File: src/sv/iwc_pkg.sv
// Shared types and constants for the intensity window / colormap block.
// No dependencies; imported by every module of the block.
package iwc_pkg;

  localparam int FRAC_BITS_DEF = 16;

  // ln(1+t) unit: one quotient bit per stage, one series term per stage.
  // z <= 1/3 in Q0.32, so terms of order 21 and above are always zero.
  localparam int LN_DIV_STEPS = 32;
  localparam int LN_TERMS     = 10;
  localparam int LN_LAT       = LN_DIV_STEPS + LN_TERMS + 3;

  localparam int APB_ADDR_W = 6;
  localparam int APB_DATA_W = 64;

  localparam logic [15:0] V_FULL = 16'd65280;  // 255.0 in Q8.8

  typedef enum logic [1:0] {
    SCALE_LINEAR  = 2'd0,
    SCALE_SQRT    = 2'd1,
    SCALE_SQUARED = 2'd2,
    SCALE_LN      = 2'd3
  } scale_mode_t;

  typedef enum logic [1:0] {
    COLOUR_GRAY   = 2'd0,
    COLOUR_JET    = 2'd1,
    COLOUR_WINTER = 2'd2,
    COLOUR_LINES  = 2'd3
  } colour_mode_t;

  typedef enum logic [2:0] {
    REG_CLIP_LOW   = 3'd0,
    REG_CLIP_HIGH  = 3'd1,
    REG_RANGE_RECP = 3'd2,
    REG_SCALE_MODE = 3'd3,
    REG_COLOUR     = 3'd4,
    REG_INVERT     = 3'd5
  } cfg_reg_t;

endpackage

File: src/sv/iwc_sqrt.sv
// Pipelined square root of t << FRAC_BITS, scaled by 255 to Q8.8.
// Depends on iwc_pkg. One result bit per stage, then an output register.
module iwc_sqrt
  import iwc_pkg::*;
#(
  parameter int FRAC_BITS = FRAC_BITS_DEF
) (
  input  logic                 clk,
  input  logic [FRAC_BITS:0]   t,
  output logic [15:0]          v
);

  localparam int FB = FRAC_BITS;

  logic [2*FB-1:0] x    [0:FB];
  logic [FB+1:0]   rem  [0:FB];
  logic [FB-1:0]   root [0:FB];
  logic            full [0:FB];

  logic [2*FB-1:0] x_next    [0:FB-1];
  logic [FB+1:0]   rem_next  [0:FB-1];
  logic [FB-1:0]   root_next [0:FB-1];

  assign x[0]    = {t[FB-1:0], {FB{1'b0}}};
  assign rem[0]  = '0;
  assign root[0] = '0;
  assign full[0] = t[FB];

  always_comb begin
    logic [FB+3:0] r4;
    logic [FB+3:0] trial;
    for (int i = 0; i < FB; i++) begin
      r4    = {rem[i], x[i][2*FB-1:2*FB-2]};
      trial = {2'b00, root[i], 2'b01};
      x_next[i] = {x[i][2*FB-3:0], 2'b00};
      if (r4 >= trial) begin
        rem_next[i]  = (FB+2)'(r4 - trial);
        root_next[i] = {root[i][FB-2:0], 1'b1};
      end else begin
        rem_next[i]  = (FB+2)'(r4);
        root_next[i] = {root[i][FB-2:0], 1'b0};
      end
    end
  end

  for (genvar i = 0; i < FB; i++) begin : g_stage
    always_ff @(posedge clk) begin
      x[i+1]    <= x_next[i];
      rem[i+1]  <= rem_next[i];
      root[i+1] <= root_next[i];
      full[i+1] <= full[i];
    end
  end

  logic [FB:0]   s;
  logic [FB+8:0] s255;

  assign s    = full[FB] ? {1'b1, {FB{1'b0}}} : {1'b0, root[FB]};
  assign s255 = {s, 8'b0} - (FB+9)'(s);

  always_ff @(posedge clk) begin
    v <= 16'(s255 >> (FB - 8));
  end

endmodule

File: config.mk
export PLATFORM = sky130hd
export DESIGN_NAME = iwc_sqrt
export DESIGN_NICKNAME = d
export VERILOG_FILES = /design/src/sv/iwc_pkg.sv /design/src/sv/iwc_sqrt.sv
export SDC_FILE = /design/constraint.sdc
export NUM_CORES = 1
export LEC_CHECK = 0
export BUFFER_PORTS_ARGS = -buffer_cell sky130_fd_sc_hd__buf_2
export CORE_UTILIZATION = 45
export CTS_CLUSTER_SIZE = 28
export DETAILED_ROUTE_END_ITERATION = 7
export PLACE_DENSITY_LB_ADDON = 0.2
export SLEW_MARGIN = 40
export SYNTH_ARGS = -nofsm -noshare
export SYNTH_HDL_FRONTEND = slang
export SYNTH_SLANG_ARGS = --single-unit
File: constraint.sdc
create_clock -name clk -period 4.4 [get_ports clk]
set_input_delay 0.88 -clock clk [delete_from_list [all_inputs] [get_ports clk]]
set_output_delay 0.88 -clock clk [all_outputs]
set_load 0.05 [all_outputs]
### Word-level counts from Yosys, hierarchy flattened

Index checks and enable logic that the tools add are counted.

* flip-flop bits (word level): 479
* input bits: 18
* output and inout port bits: 16
* word-level logic and storage cells: 127

* add/subtract/negate cells: 16
* order comparisons: 16
* mux-type cells: 32

Operators by type and width (count)
* 18-bit 2-to-1 mux: 14
* 24-bit by 17-bit subtractor with 24-bit output: 1
* 20-bit by 10-bit >= comparator with 1-bit output: 1
* 20-bit by 11-bit >= comparator with 1-bit output: 1
* 20-bit by 12-bit >= comparator with 1-bit output: 1
* 20-bit by 13-bit >= comparator with 1-bit output: 1
* 20-bit by 14-bit >= comparator with 1-bit output: 1
* 20-bit by 15-bit >= comparator with 1-bit output: 1
* 20-bit by 16-bit >= comparator with 1-bit output: 1
* 20-bit by 17-bit >= comparator with 1-bit output: 1
* 20-bit by 3-bit >= comparator with 1-bit output: 1
* 20-bit by 4-bit >= comparator with 1-bit output: 1
* 20-bit by 5-bit >= comparator with 1-bit output: 1
* 20-bit by 6-bit >= comparator with 1-bit output: 1
* 20-bit by 7-bit >= comparator with 1-bit output: 1
* 20-bit by 8-bit >= comparator with 1-bit output: 1
* 20-bit by 9-bit >= comparator with 1-bit output: 1
* 18-bit by 10-bit subtractor with 18-bit output: 1
* 18-bit by 11-bit subtractor with 18-bit output: 1
* 18-bit by 12-bit subtractor with 18-bit output: 1
* 18-bit by 13-bit subtractor with 18-bit output: 1
* 18-bit by 14-bit subtractor with 18-bit output: 1
* 18-bit by 15-bit subtractor with 18-bit output: 1
* 18-bit by 16-bit subtractor with 18-bit output: 1
* 12 further kinds: 27

### Logic depth before layout (Yosys ltp)

Gate-level depths: netlist (run 1).

* depth after elaboration: 2
* gate-level depth with buffers: 14
* gate-level depth less buffers: 12

### Worst setup path after synthesis (run 1)

Ideal clock, no wire load.

* path kind: flip-flop to flip-flop
* from: reg full[0] (netlist bit)
* to: reg v[14]
* setup time: 0.121 ns
* data arrival time: 3.080 ns
* required time: 4.279 ns
* slack: 1.199 ns
* stages on the path, launching flop included: 13
* buffers on the path: 3
* cells stage by stage: dfxtp_1 -> clkbuf_1 -> clkbuf_1 -> nor2b_1 -> ha_1 -> clkbuf_1 -> or3_1 -> a22o_1 -> nor2_1 -> a211oi_2 -> o311ai_2 -> nand4_1 -> mux2_2

* longest elaborated chain between the ends: 2

RTL lines
* start, declared: RTL line iwc_sqrt.sv:18 `logic full [0:FB];`
* start signal, assigned by index: RTL line iwc_sqrt.sv:51 `full[i+1] <= full[i];`
* 17-bit 2-to-1 mux: RTL line iwc_sqrt.sv:58 `assign s = full[FB] ? {1'b1, {FB{1'b0}}} : {1'b0, root[FB]};`
* 24-bit by 17-bit subtractor with 24-bit output: RTL line iwc_sqrt.sv:59 `assign s255 = {s, 8'b0} - (FB+9)'(s);`
* net s255[22]: RTL line iwc_sqrt.sv:56 `logic [FB+8:0] s255;`
* end signal, assigned: RTL line iwc_sqrt.sv:62 `v <= 16'(s255 >> (FB - 8));`
* end, declared: RTL line iwc_sqrt.sv:10 `output logic [15:0] v`

The timed path passes the listed nets, and every way through them passes these cells.
A chain may end at the register's enable or synchronous reset.

==> qor.yml, run 1 <==
global_routing:
  track_usage_pct: 17.8
  grt_pass1_wl_mm: 60.8
  grt_pass1_vias: 12500
  grt-ovfl-total: 0
  antenna_found_initial: 0
  grt_max_degree: 22
min_path:
  hold_class: "reg -> reg"
  hp-start: "full[10]"
  hold_end: "full[9]"
  hold_depth: 0
placement:
  place_ws_ps: 899
  port_buffers: 33
  place.gp.congestion: 0.815
  hpwl_mm: 28.1
  post-place-cells: 2451
  place_area_um2: 19600
drt:
  route.met2.wl_mm: 18.5
  dr_wl_met3_mm: 1.21
  wirelength_met1_mm: 15.9
  num_vias: 12800
  ant_nets: 0
  vias_per_cell: 5.03
  drtIter0Drc: 653
  finalWirelength_mm: 36.7
  highest-signal-layer: "met4"
  dr.pass1.iters: 7
  drc: 17
  avgRoutedWirePerCell_um: 14.5
die:
  die_h_um: 206
  io_pins: 34
  dieArea_um2: 42600
  core-area_um2: 41000
  die_x_um: 206
  initial_core_util_pct: 45.8
  rows: 74
synth:
  synth.avg_cell_area_um2: 9.87
  synth_ff_type: "dfxtp_1"
  synth.top_cell.area_share_pct: 49.0
  ys_seq_area_share_pct: 49.0
  synth_common_cells: "dfxtp_1, inv_1, ha_1, nor2_1, nand2_1"
  yosysTopAreaCell: "dfxtp_1"
  syn_inst: 1903
  synth_edf_count: 0
  synth_seq_cells: 460
  yosysMostFrequentCell: "dfxtp_1"
  yosysUniqueCellTypes: 86
  async_flop_share_pct: 0
  synth_warnings: 0
  syn_nets: 2068
  netlist_top_cells_area: "dfxtp_1, ha_1, xnor2_1"
  synth_area_um2: 18800
cells_and_area:
  final_util_pct: 51.7
  n_antenna_cell: 0
  fin_cells: 2536
  area_delta_synth_final_pct: 12.8
  multi_input_area_um2: 8800
  final_area_um2: 21200
  drive_gt1_share_pct: 9.88
  final_nets: 2133
  seq_area_um2: 9210
  fillers: 3759
critical_path:
  cp-start-kind: "flop"
  slowest_delay_ps: 460
  crit_required_ps: 4860
  r2r_slack_ps: 900
  crit_path_frequent_cell: "o211ai_1"
  cp.arrival_ps: 3960
  crit_chain: "ha_1, fa_1, a21o_1, a21oi_1, o211ai_1, a311oi_1, o211ai_1, nand2_1, clkinv_1, mux2_2"
  critPathSlowestCell: "clkinv_1"
  endpoint_kind: "flop"
  crit_fanout: 18
  r2r_cells: 10
  r2r-start: "rem[54]"
  crit_type: "reg -> reg"
  reg2reg_to: "rem[47]"
clock_network:
  clockBufferDepth: 3
  ctsHtreeMaxLevel: 2
  ctsHoldBuffers: 0
  cts_tree: "done"
  cts.sinks: 460
  numCtsBuffers: 47
  cts_root_buf: "clkbuf_16"
  path_clk_slew_ps: 60
  post_cts_buffers: 0
  insertion_delay_ps: 580
  cts_resized: 0
sta:
  holdWs_ps: 324
  hold_viol: 0
  setup_ws_ps: 901
  slew_headroom_pct: 54.3
  fmax_mhz: 286
  fin_tns_setup_ps: 0
  final.min_clock_period_ps: 3500
  skew_ps: 26.0
  drv_slew: 0
  rsz0062_at_grt: "false"
  worstMarginPinSlew_ps: 668
  setup_viol: 0
  post-route-period-util_pct: 79.5
power_and_ir_drop:
  peakVddDrop_uv: 411
  power.total_mw: 12.2
  leakage_nw: 9.93
  p_per_area_nw_per_um2: 577
status:
  status: "complete, but fails checks"
  violations: "DRC"
flow_run:
  drv_cap: 0
-- cell families after synthesis --
| group | after synthesis | synth area share [%] |
|---|---|---|
| buf+inv | 208 | 4.27 |
| flops | 460 | 49.0 |
| mux | 49 | 3.02 |
| simple gates | 499 | 13.2 |
| xor+xnor | 159 | 7.41 |
| fa+ha+maj | 147 | 10.1 |
| other cells | 1 | 0.0200 |
| compound gates | 380 | 13.0 |
-- worst max path at each step --
stage	startpoint	endpoint	slack, ps	cells after the start
6_report	rem[54]	rem[47]	900	10
5_1_grt	rem[72]	rem[65]	650	10
4_1_cts	rem[72]	rem[65]	900	10
3_5_place_dp	rem[72]	rem[65]	900	10
3_3_place_gp	rem[54]	rem[47]	1040	10
2_1_floorplan	full[0]	v[14]	1200	12
-- worst max-delay path: cells and delay by family (launching register included) --
kind	cells	cell delay (ps)
compound gates	5	1190
fa+ha+maj	2	660
buf+inv	1	460
flops	1	360
mux	1	420
simple gates	1	300
-- where the power goes --
part           internal (mW)  switching (mW)  total [mW]
Clock                   2.43            1.61        4.05
Sequential              5.00           0.603        5.60
Combinational           1.17            1.40        2.58
Total                   8.61            3.62        12.2
-- final cells by class --
class	instances	share of cell area, %
Tap cell	532	3.14
Sequential cell	460	43.5
Inverter	184	3.26
Clock buffer	64	6.33
Multi-Input combinational cell	1235	41.5
Clock inverter	21	1.25
Timing Repair Buffer	40	1.03
-- routing by layer --
layer  track usage, %  vias up
met2             32.8      185
met4             7.64        0
met5                0        -
met3             2.84       78
met1             20.1     5882
li1                 -     6618
-- cell usage in the layout, fill, tap and decap left out, types with 8 or more instances in the layout --
cell and n:
dfxtp_1 460, inv_1 182, ha_1 140, nor2_1 137, nand2_1 127, o21ai_0 111
a21oi_1 91, xnor2_1 84, xor2_1 75, nor3_1 49, clkbuf_16 48, mux2_2 37
buf_2 33, a21o_1 31, o21a_1 27, nand2b_1 27, nor2b_1 27, nand3_1 25
nor4_1 24, or3_1 19, o31ai_1 18, o21bai_1 17, or2_2 11, a211oi_1 10
nand4_1 9, clkbuf_1 8, clkbuf_8 8
-- state kept, by name, indices dropped and copies added (netlist names) --
register	count
full	16
root	136
x	56
v	16
rem	236
Note: power is estimated with default switching activity, not from simulation.
==> run 2: changes to the inputs <==
Clock period 4.4 ns to 2.9 ns, I/O delays scaled along.
==> run 2 against run 1 <==
The run still ends with DRC left. Clock power up 45%. Utilization up 0.87 points. First-iteration DRC count down 13%. Hold slack worse by 220 ps. Non-clock buffer count up 37. Sequential cell count unchanged. Combinational power up 55%. Sequential power up 52%. Largest cell class unchanged. Largest power group unchanged.
==> qor.yml, run 2 (same netlist as run 1, synthesis figures left out) <==
clock_network:
  ctsHtreeMaxLevel: 2  # unchanged
  cts_tree: "done"
  insertion_delay_ps: 580  # about the same
  clockBufferDepth: 3  # unchanged
  cts_root_buf: "clkbuf_16"
  numCtsBuffers: 48  # +2.1%
  path_clk_slew_ps: 60  # about the same
  ctsHoldBuffers: 0  # unchanged
  cts.sinks: 460  # unchanged
critical_path:
  r2r_cells: 10  # unchanged
  endpoint_kind: "flop"
  cp.arrival_ps: 3260  # -700 ps
  reg2reg_to: "rem[150]"
  cp-endpoint: "rem[150]"
  startpoint: "root[144]"
  cp-start-kind: "flop"
  r2r_slack_ps: 100  # -800 ps
  crit_fanout: 10  # -8
  crit_required_ps: 3360  # -1500 ps
  crit_type: "reg -> reg"
  r2r-start: "root[144]"
sta:
  final.min_clock_period_ps: 2800  # -703 ps
  skew_ps: 12.6  # -13.5 ps
  post-route-period-util_pct: 96.4  # +17 points
  hold_viol: 0  # unchanged
  fmax_mhz: 358  # +25%
  setup_viol: 0  # unchanged
  slew_headroom_pct: 56.9  # +2.6 points
  setup_ws_ps: 104  # -797 ps
  worstMarginPinSlew_ps: 643  # -25.1 ps
  drv_slew: 0  # unchanged
min_path:
  hold_class: "in -> reg"
  hold_depth: 1  # +1
cells_and_area:
  seq_area_um2: 9210  # about the same
  largest_reg_flops: 236  # unchanged
  largest_registers: "rem (236), root (136), x (56)"
  final_util_pct: 52.5  # +0.87 points
  multi_input_area_um2: 8920  # +1.4%
  area_delta_synth_final_pct: 14.7
  fillers: 3728  # -0.82%
  final_nets: 2171  # +1.8%
  n_antenna_cell: 0  # unchanged
  final_common_cell: "dfxtp_1"
  layout_common_cells: "dfxtp_1, inv_1, ha_1"
  regMostFlops: "rem"
  drive_gt1_share_pct: 12.1  # +2.2 points
die:
  core-area_um2: 41000  # unchanged
  die_h_um: 206  # unchanged
  initial_core_util_pct: 45.8  # unchanged
  rows: 74  # unchanged
  die_x_um: 206  # unchanged
  io_pins: 34  # unchanged
  dieArea_um2: 42600  # unchanged
status:
  status: "complete, but fails checks"
  violations: "DRC"
drt:
  dr.pass1.iters: 7  # unchanged
  vias_per_cell: 5.03  # about the same
  ant_nets: 0  # unchanged
  drtIter0Drc: 570  # -13%
  drc: 7  # -10
  avgRoutedWirePerCell_um: 14.2  # -2.3%
  num_vias: 12900  # +1.4%
  finalWirelength_mm: 36.4  # -0.88%
power_and_ir_drop:
  leakage_nw: 10.1  # +1.8%
  p_per_area_nw_per_um2: 853  # +48%
  power.total_mw: 18.4  # +50%
  peakVddDrop_uv: 513  # +25%
global_routing:
  grt_pass1_vias: 12400  # -1.1%
  grt-ovfl-total: 0  # unchanged
  grt_max_degree: 20  # -9.1%
  antenna_found_initial: 0  # unchanged
  track_usage_pct: 17.4  # -0.36 points
  grt_pass1_wl_mm: 59.7  # -1.7%
flow_run:
  drv_cap: 0  # unchanged
placement:
  port_buffers: 33  # unchanged
  place.gp.congestion: 0.824  # +1.2%
  hpwl_mm: 27.8  # -1.1%
  place_ws_ps: -2.90  # -902 ps
run 2: cell types whose count changed in the layout (fill, tap and decap cells not counted), moves of 3 or more:
cell       before  now
buf_4           7   39
a21oi_2         1    5
clkbuf_1        8   11
a21oi_1        91   87
o31ai_4         0    3
bufinv_16       5    2
run 2: worst min path at each step:
stage / from / end / slack (ps)
6_report: t[0] / x[498] / 100
3_3_place_gp: x[381] / x[351] / 310
5_1_grt: t[0] / x[498] / 60
3_5_place_dp: full[15] / full[14] / 310
4_1_cts: t[12] / x[510] / 60
2_1_floorplan: full[1] / full[0] / 310
run 2: metrics by stage:
| stage | hold slack (ps) | instance area, um^2 | instances | setup TNS, ps |
|---|---|---|---|---|
| after CTS | 58.9 | 21400 | 2567 | 0 |
| after global placement | 310 | 19800 | 2483 | 0 |
| final | 102 | 21500 | 2572 | 0 |
| after floorplan | 310 | 18800 | 1903 | 0 |
| after detailed placement | 312 | 19900 | 2483 | -2.90 |
| after global routing | 59.8 | 21500 | 2572 | -13.1 |
run 2: critical path, cell delays in order (launching register included):
cell,delay [ps]
dfxtp_1,350
inv_1,50
ha_1,330
nor2b_1,150
o21ai_1,180
a21boi_0,150
o21a_1,200
o21ai_0,400
a211oi_2,270
nor2_8,270
mux2_4,320
run 2: repair_timing:
item                                    in CTS  in global routing
pin swaps                                    4                 11
endpoints found under the setup margin       4                 65
gates resized for setup                      2                 23
cloned                                       0                  0
buffers inserted                             0                  5
run 2: cell type report:
class                   count  area share (%)
multi-input cells        1235            41.4
inverters                 184            3.22
clock buffers              69            6.41
clock inverters            15           0.691
flip-flops and latches    460            42.8
repair buffers             77            2.44
well taps                 532            3.09
run 2: metal layers:
layer	vias up	track usage [%]	share of wire (%)
li1	6696	-	-
met1	5983	19.3	43
met2	178	32.5	51
met3	81	3.48	3.3
met4	0	6.59	3.0
met5	-	0	0
run 2: power by group:
| group | switching [mW] | internal [mW] | total, mW |
|---|---|---|---|
| Sequential | 0.925 | 7.58 | 8.51 |
| Combinational | 2.12 | 1.87 | 4.00 |
| Clock | 2.40 | 3.48 | 5.88 |
